`src/hdl/i2cm_pkg.sv`:
```
// ----------------------------------------------------------------------------
// i2cm_pkg - shared types and codes of the I2C bit-level master
// Command codes, sequencer phase codes, reset values and the state record.
// ----------------------------------------------------------------------------
package i2cm_pkg;

   localparam logic [2:0] MODE_TICK  = 3'd0;
   localparam logic [2:0] MODE_START = 3'd1;
   localparam logic [2:0] MODE_STOP  = 3'd2;
   localparam logic [2:0] MODE_WRITE = 3'd3;
   localparam logic [2:0] MODE_WACK  = 3'd4;
   localparam logic [2:0] MODE_READ  = 3'd5;
   localparam logic [2:0] MODE_SACK  = 3'd6;

   localparam logic [4:0] PH_IDLE    = 5'd0;
   localparam logic [4:0] PH_SA_A    = 5'd1;
   localparam logic [4:0] PH_SA_B    = 5'd2;
   localparam logic [4:0] PH_SA_C    = 5'd3;
   localparam logic [4:0] PH_ST_A    = 5'd4;
   localparam logic [4:0] PH_ST_B    = 5'd5;
   localparam logic [4:0] PH_ST_END  = 5'd6;
   localparam logic [4:0] PH_SB_DATA = 5'd7;
   localparam logic [4:0] PH_SB_HIGH = 5'd8;
   localparam logic [4:0] PH_SB_LOW  = 5'd9;
   localparam logic [4:0] PH_SB_END  = 5'd10;
   localparam logic [4:0] PH_WA_REL  = 5'd11;
   localparam logic [4:0] PH_WA_HIGH = 5'd12;
   localparam logic [4:0] PH_WA_POLL = 5'd13;
   localparam logic [4:0] PH_RB_LOW  = 5'd14;
   localparam logic [4:0] PH_RB_HIGH = 5'd15;
   localparam logic [4:0] PH_AK_A    = 5'd16;
   localparam logic [4:0] PH_AK_B    = 5'd17;
   localparam logic [4:0] PH_AK_C    = 5'd18;

   localparam logic [7:0] ACK_TIMEOUT_RESET = 8'd250;
   localparam logic [2:0] DLY_LONG  = 3'd3;
   localparam logic [2:0] DLY_DATA  = 3'd1;
   localparam logic [2:0] DLY_NONE  = 3'd0;
   localparam logic [3:0] BITS_PER_BYTE = 4'd8;

   typedef struct packed {
      logic [4:0] phase;
      logic [2:0] delay_count;
      logic [3:0] bit_count;
      logic [7:0] shift_reg;
      logic [7:0] poll_count;
      logic       scl;
      logic       sda;
      logic       sda_oe;
      logic       error_flag;
      logic [7:0] rx_byte;
      logic       ack_latch;
   } seq_state_type;

   localparam seq_state_type SEQ_STATE_RESET = '{
      phase:       PH_IDLE,
      delay_count: 3'd0,
      bit_count:   4'd0,
      shift_reg:   8'd0,
      poll_count:  8'd0,
      scl:         1'b1,
      sda:         1'b1,
      sda_oe:      1'b1,
      error_flag:  1'b0,
      rx_byte:     8'd0,
      ack_latch:   1'b0
   };

endpackage

```
`src/hdl/i2cm_step.sv`:
```
// ----------------------------------------------------------------------------
// i2cm_step - one-tick sequencer step
// Takes the current sequencer state and one tick item, gives the next state
// and the end-of-sequence flag.
// ----------------------------------------------------------------------------
module i2cm_step import i2cm_pkg::*; (
   input  seq_state_type cur_state,
   input  logic [2:0]    mode,
   input  logic [7:0]    write_byte,
   input  logic          ack_bit,
   input  logic          sda_in,
   input  logic [7:0]    ack_timeout,
   output seq_state_type nxt_state,
   output logic          seq_done
);

   seq_state_type s;
   logic          done;

   always_comb begin
      s    = cur_state;
      done = 1'b0;

      // launch a command only from idle
      if (s.phase == PH_IDLE && mode >= MODE_START && mode <= MODE_SACK) begin
         s.delay_count = DLY_NONE;
         s.bit_count   = 4'd0;
         s.ack_latch   = ack_bit;
         case (mode)
            MODE_START: s.phase = PH_SA_A;
            MODE_STOP:  s.phase = PH_ST_A;
            MODE_WRITE: begin
               s.phase     = PH_SB_DATA;
               s.shift_reg = write_byte;
            end
            MODE_WACK: begin
               s.phase      = PH_WA_REL;
               s.poll_count = 8'd0;
            end
            MODE_READ: begin
               s.phase     = PH_RB_LOW;
               s.shift_reg = 8'd0;
            end
            default:    s.phase = PH_AK_A;
         endcase
      end

      if (s.phase != PH_IDLE) begin
         if (s.delay_count != DLY_NONE) begin
            s.delay_count = s.delay_count - 3'd1;
         end else begin
            unique case (s.phase)
               PH_SA_A: begin
                  s.sda_oe = 1'b1; s.sda = 1'b1; s.scl = 1'b1;
                  s.delay_count = DLY_LONG; s.phase = PH_SA_B;
               end
               PH_SA_B: begin
                  s.sda = 1'b0; s.delay_count = DLY_LONG; s.phase = PH_SA_C;
               end
               PH_SA_C: begin
                  s.scl = 1'b0; s.phase = PH_IDLE; done = 1'b1;
               end
               PH_ST_A: begin
                  s.sda_oe = 1'b1; s.scl = 1'b0; s.sda = 1'b0;
                  s.delay_count = DLY_LONG; s.phase = PH_ST_B;
               end
               PH_ST_B: begin
                  s.scl = 1'b1; s.sda = 1'b1;
                  s.delay_count = DLY_LONG; s.phase = PH_ST_END;
               end
               PH_ST_END: begin
                  s.phase = PH_IDLE; done = 1'b1;
               end
               PH_SB_DATA: begin
                  s.sda_oe = 1'b1; s.scl = 1'b0;
                  s.sda = s.shift_reg[7];
                  s.shift_reg = {s.shift_reg[6:0], 1'b0};
                  s.delay_count = DLY_DATA; s.phase = PH_SB_HIGH;
               end
               PH_SB_HIGH: begin
                  s.scl = 1'b1; s.delay_count = DLY_DATA; s.phase = PH_SB_LOW;
               end
               PH_SB_LOW: begin
                  s.scl = 1'b0; s.delay_count = DLY_DATA;
                  s.bit_count = s.bit_count + 4'd1;
                  s.phase = (s.bit_count >= BITS_PER_BYTE) ? PH_SB_END : PH_SB_DATA;
               end
               PH_SB_END: begin
                  s.phase = PH_IDLE; done = 1'b1;
               end
               PH_WA_REL: begin
                  s.sda_oe = 1'b0; s.sda = 1'b1;
                  s.delay_count = DLY_NONE; s.phase = PH_WA_HIGH;
               end
               PH_WA_HIGH: begin
                  s.scl = 1'b1; s.delay_count = DLY_NONE; s.phase = PH_WA_POLL;
               end
               PH_WA_POLL: begin
                  if (!sda_in) begin
                     s.scl = 1'b0; s.error_flag = 1'b0;
                     s.phase = PH_IDLE; done = 1'b1;
                  end else begin
                     s.poll_count = s.poll_count + 8'd1;
                     // timed out: flag it and fall into a stop
                     if (s.poll_count > ack_timeout) begin
                        s.error_flag = 1'b1;
                        s.sda_oe = 1'b1; s.scl = 1'b0; s.sda = 1'b0;
                        s.delay_count = DLY_LONG; s.phase = PH_ST_B;
                     end
                  end
               end
               PH_RB_LOW: begin
                  s.sda_oe = 1'b0; s.scl = 1'b0;
                  s.delay_count = DLY_DATA; s.phase = PH_RB_HIGH;
               end
               PH_RB_HIGH: begin
                  s.scl = 1'b1;
                  s.shift_reg = {s.shift_reg[6:0], sda_in};
                  s.delay_count = DLY_NONE;
                  s.bit_count = s.bit_count + 4'd1;
                  if (s.bit_count >= BITS_PER_BYTE) begin
                     s.rx_byte = s.shift_reg;
                     s.phase = PH_AK_A;
                  end else begin
                     s.phase = PH_RB_LOW;
                  end
               end
               PH_AK_A: begin
                  s.scl = 1'b0; s.sda_oe = 1'b1; s.sda = ~s.ack_latch;
                  s.delay_count = DLY_DATA; s.phase = PH_AK_B;
               end
               PH_AK_B: begin
                  s.scl = 1'b1; s.delay_count = DLY_DATA; s.phase = PH_AK_C;
               end
               PH_AK_C: begin
                  s.scl = 1'b0; s.phase = PH_IDLE; done = 1'b1;
               end
               default: s.phase = PH_IDLE;
            endcase
         end
      end
   end

   assign nxt_state = s;
   assign seq_done  = done;

endmodule

```
`src/hdl/i2c_bit_level_master.sv`:
```
// ----------------------------------------------------------------------------
// i2c_bit_level_master - I2C master, bit-level sequencer on microsecond ticks
//
//   channel  direction  handshake            payload
//   req_     in         req_valid/req_stall  mode, write_byte, ack_bit, sda_in
//   rsp_     out        rsp_valid/rsp_stall  scl, sda, drive, busy, done, data, err
//   csr_     in         csr_wr_en            ack_timeout (8 bit)
//
// One tick item per cycle unless req_stall holds input back: the sequencer step is a single
// combinational pass from the state registers to the result register.
// Reset is synchronous: idle sequencer, SCL and SDA driven high, timeout of 250.
// req_stall rises only while a result is held by rsp_stall (and during reset).
// ----------------------------------------------------------------------------
module i2c_bit_level_master import i2cm_pkg::*; (
   input  logic       clock,
   input  logic       reset,
   input  logic       req_valid,
   output logic       req_stall,
   input  logic [2:0] req_mode,
   input  logic [7:0] req_write_byte,
   input  logic       req_ack_bit,
   input  logic       req_sda_in,
   output logic       rsp_valid,
   input  logic       rsp_stall,
   output logic       rsp_scl_level,
   output logic       rsp_sda_level,
   output logic       rsp_sda_drive,
   output logic       rsp_busy_res,
   output logic       rsp_done_res,
   output logic [7:0] rsp_read_data,
   output logic       rsp_ack_error,
   input  logic       csr_wr_en,
   input  logic [7:0] csr_wr_data
);

   seq_state_type state_ff, state_in;
   logic          done_in;
   logic [7:0]    ack_timeout_ff;
   logic          rsp_valid_ff;
   logic          scl_ff, sda_ff, drive_ff, busy_ff, done_ff, err_ff;
   logic [7:0]    data_ff;
   logic          req_take;

   assign req_stall = reset | (rsp_valid_ff & rsp_stall);
   assign req_take  = req_valid & ~req_stall;

   i2cm_step u_step (
      .cur_state   (state_ff),
      .mode        (req_mode),
      .write_byte  (req_write_byte),
      .ack_bit     (req_ack_bit),
      .sda_in      (req_sda_in),
      .ack_timeout (ack_timeout_ff),
      .nxt_state   (state_in),
      .seq_done    (done_in)
   );

   always_ff @(posedge clock) begin
      if (reset) begin
         state_ff       <= SEQ_STATE_RESET;
         ack_timeout_ff <= ACK_TIMEOUT_RESET;
         rsp_valid_ff   <= 1'b0;
      end else begin
         if (csr_wr_en) begin
            ack_timeout_ff <= csr_wr_data;
         end
         if (req_take) begin
            state_ff     <= state_in;
            rsp_valid_ff <= 1'b1;
         end else if (!rsp_stall) begin
            rsp_valid_ff <= 1'b0;
         end
      end
   end

   // result payload, loaded with each accepted tick
   always_ff @(posedge clock) begin
      if (req_take) begin
         scl_ff   <= state_in.scl;
         sda_ff   <= state_in.sda;
         drive_ff <= state_in.sda_oe;
         busy_ff  <= (state_in.phase != PH_IDLE);
         done_ff  <= done_in;
         data_ff  <= state_in.rx_byte;
         err_ff   <= state_in.error_flag;
      end
   end

   assign rsp_valid     = rsp_valid_ff;
   assign rsp_scl_level = scl_ff;
   assign rsp_sda_level = sda_ff;
   assign rsp_sda_drive = drive_ff;
   assign rsp_busy_res  = busy_ff;
   assign rsp_done_res  = done_ff;
   assign rsp_read_data = data_ff;
   assign rsp_ack_error = err_ff;

endmodule

```
`config.mk`:
```
export PLATFORM = sky130hd
export DESIGN_NAME = i2c_bit_level_master
export DESIGN_NICKNAME = d
export VERILOG_FILES = /design/src/hdl/i2cm_pkg.sv /design/src/hdl/i2cm_step.sv /design/src/hdl/i2c_bit_level_master.sv
export SDC_FILE = /design/constraint.sdc
export NUM_CORES = 1
export LEC_CHECK = 0
export ABC_CLOCK_PERIOD_IN_PS = 5100
export BUFFER_PORTS_ARGS = -buffer_cell sky130_fd_sc_hd__buf_2
export CAP_MARGIN = 20
export CORE_MARGIN = 10
export CORE_UTILIZATION = 60
export CTS_CLUSTER_DIAMETER = 200
export DETAILED_ROUTE_END_ITERATION = 7
export PLACE_DENSITY = 0.81
export SLEW_MARGIN = 10
export SYNTH_ARGS = -nofsm -noshare
export SYNTH_HDL_FRONTEND = slang
export SYNTH_SLANG_ARGS = --single-unit
```
`constraint.sdc`:
```
create_clock -name clock -period 5.1 [get_ports clock]
set_clock_uncertainty 0.15 [all_clocks]
set_input_delay 0.255 -clock clock [delete_from_list [all_inputs] [get_ports clock]]
set_output_delay 0.255 -clock clock [all_outputs]
set_load 0.005 [all_outputs]
```
==> load_flow_metrics.sql <==
INSERT INTO impl_metrics (metric_group, metric, value, unit) VALUES
('outcome', 'run_status', 'finished with violations', ''),
('outcome', 'violations', 'negative hold slack', ''),
('clocking', 'clock_sink_count', '64', ''),
('grt', 'grt_max_degree', '33', ''),
('grt', 'grtUsageTotal', '23.00', '%'),
('timing', 'totalNegativeSetupSlack', '0', 'ns'),
('placed_design', 'detailed_place_hpwl', '8.937', 'mm'),
('route', 'drt_pre_antenna_iters', '5', ''),
('clocking', 'cts_inserted_buffers', '9', ''),
('route', 'dr_total_vias', '4454', ''),
('clocking', 'cts_htree_levels', '3', ''),
('route', 'postRouteWirelength', '13.07', 'mm'),
('setup_path', 'worst_setup_path_end_kind', 'register', ''),
('clocking', 'cts_root_buffer', 'clkbuf_8', ''),
('synth', 'proportion_of_register_bits_with_asynchronous_set_or_reset_after_synthesis', '0', '%'),
('finish', 'num_antenna_cells', '0', ''),
('finish', 'finish.net_count', '605', ''),
('clocking', 'worst_skew_pair_latency', '0.35', 'ns'),
('grt', 'first_pass_grt_wire_length', '21.36', 'mm'),
('setup_path', 'worst-endpoint-required', '5.16', 'ns'),
('route', 'detail_route_antenna_nets', '0', ''),
('clocking', 'tritoncts', 'built', ''),
('grt', 'number_of_antenna_violations_at_the_first_check_in_global_routing', '0', ''),
('timing', 'layout_min_cycle_time', '4.388', 'ns'),
('timing', 'max_slew_margin', '29.25', '%'),
('setup_path', 'startpoint_type', 'register', ''),
('timing', 'post-route-period-util', '86.05', '%'),
('placed_design', 'gp_congestion', '1.034', ''),
('flow_run', 'cap_viol_max_count', '0', ''),
('route', 'drt-vias-per-instance', '6.668', ''),
('route', 'drt_drc_violations_left', '0', ''),
('grt', 'gr-total-overflow', '0', ''),
('timing', 'actual_transition_at_the_worst_max_transition_pin', '1.059', 'ns'),
('setup_path', 'critical_path_class', 'reg2reg', ''),
('floorplanning', 'core-area', '6869', 'um^2'),
('timing', 'hold_viol_final', '1', ''),
('timing', 'finalSetupViolCount', '0', ''),
('synth', 'synth_seq_cells', '64', ''),
('finish', 'relative_area_change_from_synthesis_to_final_layout', '12.01', '%'),
('timing', 'grt_setup_unrepaired', 'false', ''),
('floorplanning', 'effective_utilization_at_floorplan', '62.62', '%'),
('synth', 'avgSynthCellArea', '7.966', 'um^2'),
('synth', 'synth-seq-area-share', '33.04', '%'),
('setup_path', 'ff2ff_path_depth', '14', ''),
('clocking', 'cts_resized', '0', ''),
('setup_path', 'r2r_setup_slk', '0.71', 'ns'),
('finish', 'final_core_util', '70.15', '%'),
('setup_path', 'critical_path.max_fanout', '16', ''),
('placed_design', 'portBuffers', '41', ''),
('floorplanning', 'die_x', '104.7', 'um'),
('clocking', 'clk_pin_slew_worst_paths', '0.08', 'ns'),
('synth', 'netlist_area', '4302', 'um^2'),
('synth', 'netlist.top_cell.by_area', 'dfxtp_1', ''),
('route', 'drtIter0Drc', '483', ''),
('pwr', 'power.density_cell_area', '467.7', 'nW/um^2'),
('setup_path', 'rr_startpoint', 'state_ff[36]$_SDFFE_PP0P_', ''),
('setup_path', 'critPathLaunch', 'state_ff[36]$_SDFFE_PP0P_', ''),
('clocking', 'worst_case_clock_buffer_depth', '2', ''),
('clocking', 'post-cts-setup-buffers', '0', ''),
('route', 'avgRoutedWirePerCell', '19.57', 'um'),
('setup_path', 'worst_r2r_endpoint', 'rsp_busy_res$_DFFE_PP_', ''),
('synth', 'synth_top_area_share', '23.27', '%'),
('finish', 'most_common_cell_after_layout_fill_and_taps_aside', 'nand2_1', ''),
('setup_path', 'cp_data_arrival_time', '4.45', 'ns'),
('floorplanning', 'die_area', '10960', 'um^2'),
('setup_path', 'crit_path_end', 'rsp_busy_res$_DFFE_PP_', ''),
('pwr', 'total_leakage_power', '0.001895', 'uW'),
('floorplanning', 'floorplan.rows', '30', ''),
('synth', 'mappedNetlistNets', '578', ''),
('timing', 'hold_slack', '-0.003320', 'ns'),
('synth', 'synth.yosys.warnings', '0', '');
==> Yosys cell counts, types with 3 or more instances <==
cell / number
a211o_1: 3
a211oi_1: 6
a21o_1: 7
a21oi_1: 42
a22oi_1: 4
a2bb2oi_1: 8
a31oi_1: 10
a32oi_1: 3
a41oi_1: 4
and2_1: 6
and3_1: 6
buf_2: 7
clkbuf_1: 27
dfxtp_1: 50
edfxtp_1: 14
ha_1: 12
inv_1: 17
mux2i_1: 9
nand2_1: 69
nand2b_1: 3
nand3_1: 29
nand4_1: 5
nor2_1: 36
nor2b_1: 11
nor3_1: 10
o211a_1: 3
o211ai_1: 14
o211ai_2: 4
o21ai_0: 46
o22ai_1: 4
o32ai_1: 3
o41ai_1: 3
or3_1: 4
xnor2_1: 6
xor2_1: 5
==> final cells by class <==
cell class	count	area, um^2
clock buffers	9	123.9
multi-input cells	419	2635
flip-flops and latches	64	1421
fillers	561	2051
inverters	17	63.81
clock inverters	7	118.9
repair buffers	56	335.3
well taps	96	120.1
==> repair_timing <==
action                                  CTS  global route
hold endpoints to repair                  7             0
hold buffers                              7             0
endpoints found under the setup margin    0             0
==> worst max-delay path, stage by stage (launching register included) <==
cell	delay [ns]
dfxtp_1	0.53
or3_1	0.59
nor3_1	0.21
buf_4	0.20
nor2_1	0.09
ha_1	0.25
xnor2_1	0.24
ha_1	0.28
a21o_1	0.16
a221o_1	0.33
a221o_1	0.34
and2_1	0.20
nor3_1	0.36
a211oi_1	0.18
nand4_1	0.12
==> per-layer routing <==
metal,track usage (%),share of wire (%)
met1,30.46,43
met2,35.72,44
met3,4.975,9.4
met4,8.824,3.2
met5,0,0
==> through the flow <==
stage                     area [um^2]  instances  power, uW  worst slack (ns)
after global placement           4506        645       1664            0.8607
after detailed placement         4506        645       1662            0.8729
after global routing             4818        668       2352            0.3784
after floorplan                  4302        540       1418             1.253
after CTS                        4818        668       2208            0.8354
final                            4818        668       2253            0.7117
==> kinds of logic (layout without fill, tap and decap cells) <==
family                     count (synthesis)  after routing  synth area share [%]
AOI/OAI and AO/OA                        194            194                 31.44
and+or+nand+nor                          193            193                 21.99
DFF                                       64             64                 33.04
buffers and inverters                     57             89                 5.701
adders and majority gates                 12             12                 3.490
xor gates and xnor gates                  11             11                 2.240
muxes                                      9              9                 2.094
==> registers in the layout, indices dropped and copies added, names as in the netlist <==
signal and count:
rsp_valid 1, rsp_done_res 1, rsp_sda_level 1, rsp_busy_res 1, rsp_read_data 8, rsp_scl_level 1, rsp_sda_drive 1, rsp_ack_error 1
state_ff 41, ack_timeout_ff 8
==> how the worst min path moves through the flow <==
stage,start,end,slack [ns],cells after the start
2_1_floorplan,req_valid,rsp_valid$_SDFFE_PP0P_,0.22,2
3_3_place_gp,state_ff[28]$_SDFFE_PP0P_,state_ff[28]$_SDFFE_PP0P_,0.30,2
3_5_place_dp,state_ff[23]$_SDFFE_PP0P_,state_ff[23]$_SDFFE_PP0P_,0.31,2
4_1_cts,csr_wr_data[0],ack_timeout_ff[0]$_SDFFE_PP0P_,0.002,3
5_1_grt,csr_wr_data[0],ack_timeout_ff[0]$_SDFFE_PP0P_,0.006,3
6_report,csr_wr_data[2],ack_timeout_ff[2]$_SDFFE_PP0P_,-0.003,3
==> where the power goes <==
part	internal (uW)	switching, uW
Clock	326	222
Combinational	370	715
Sequential	573	48.3
Power figures use the tool's default switching activity.
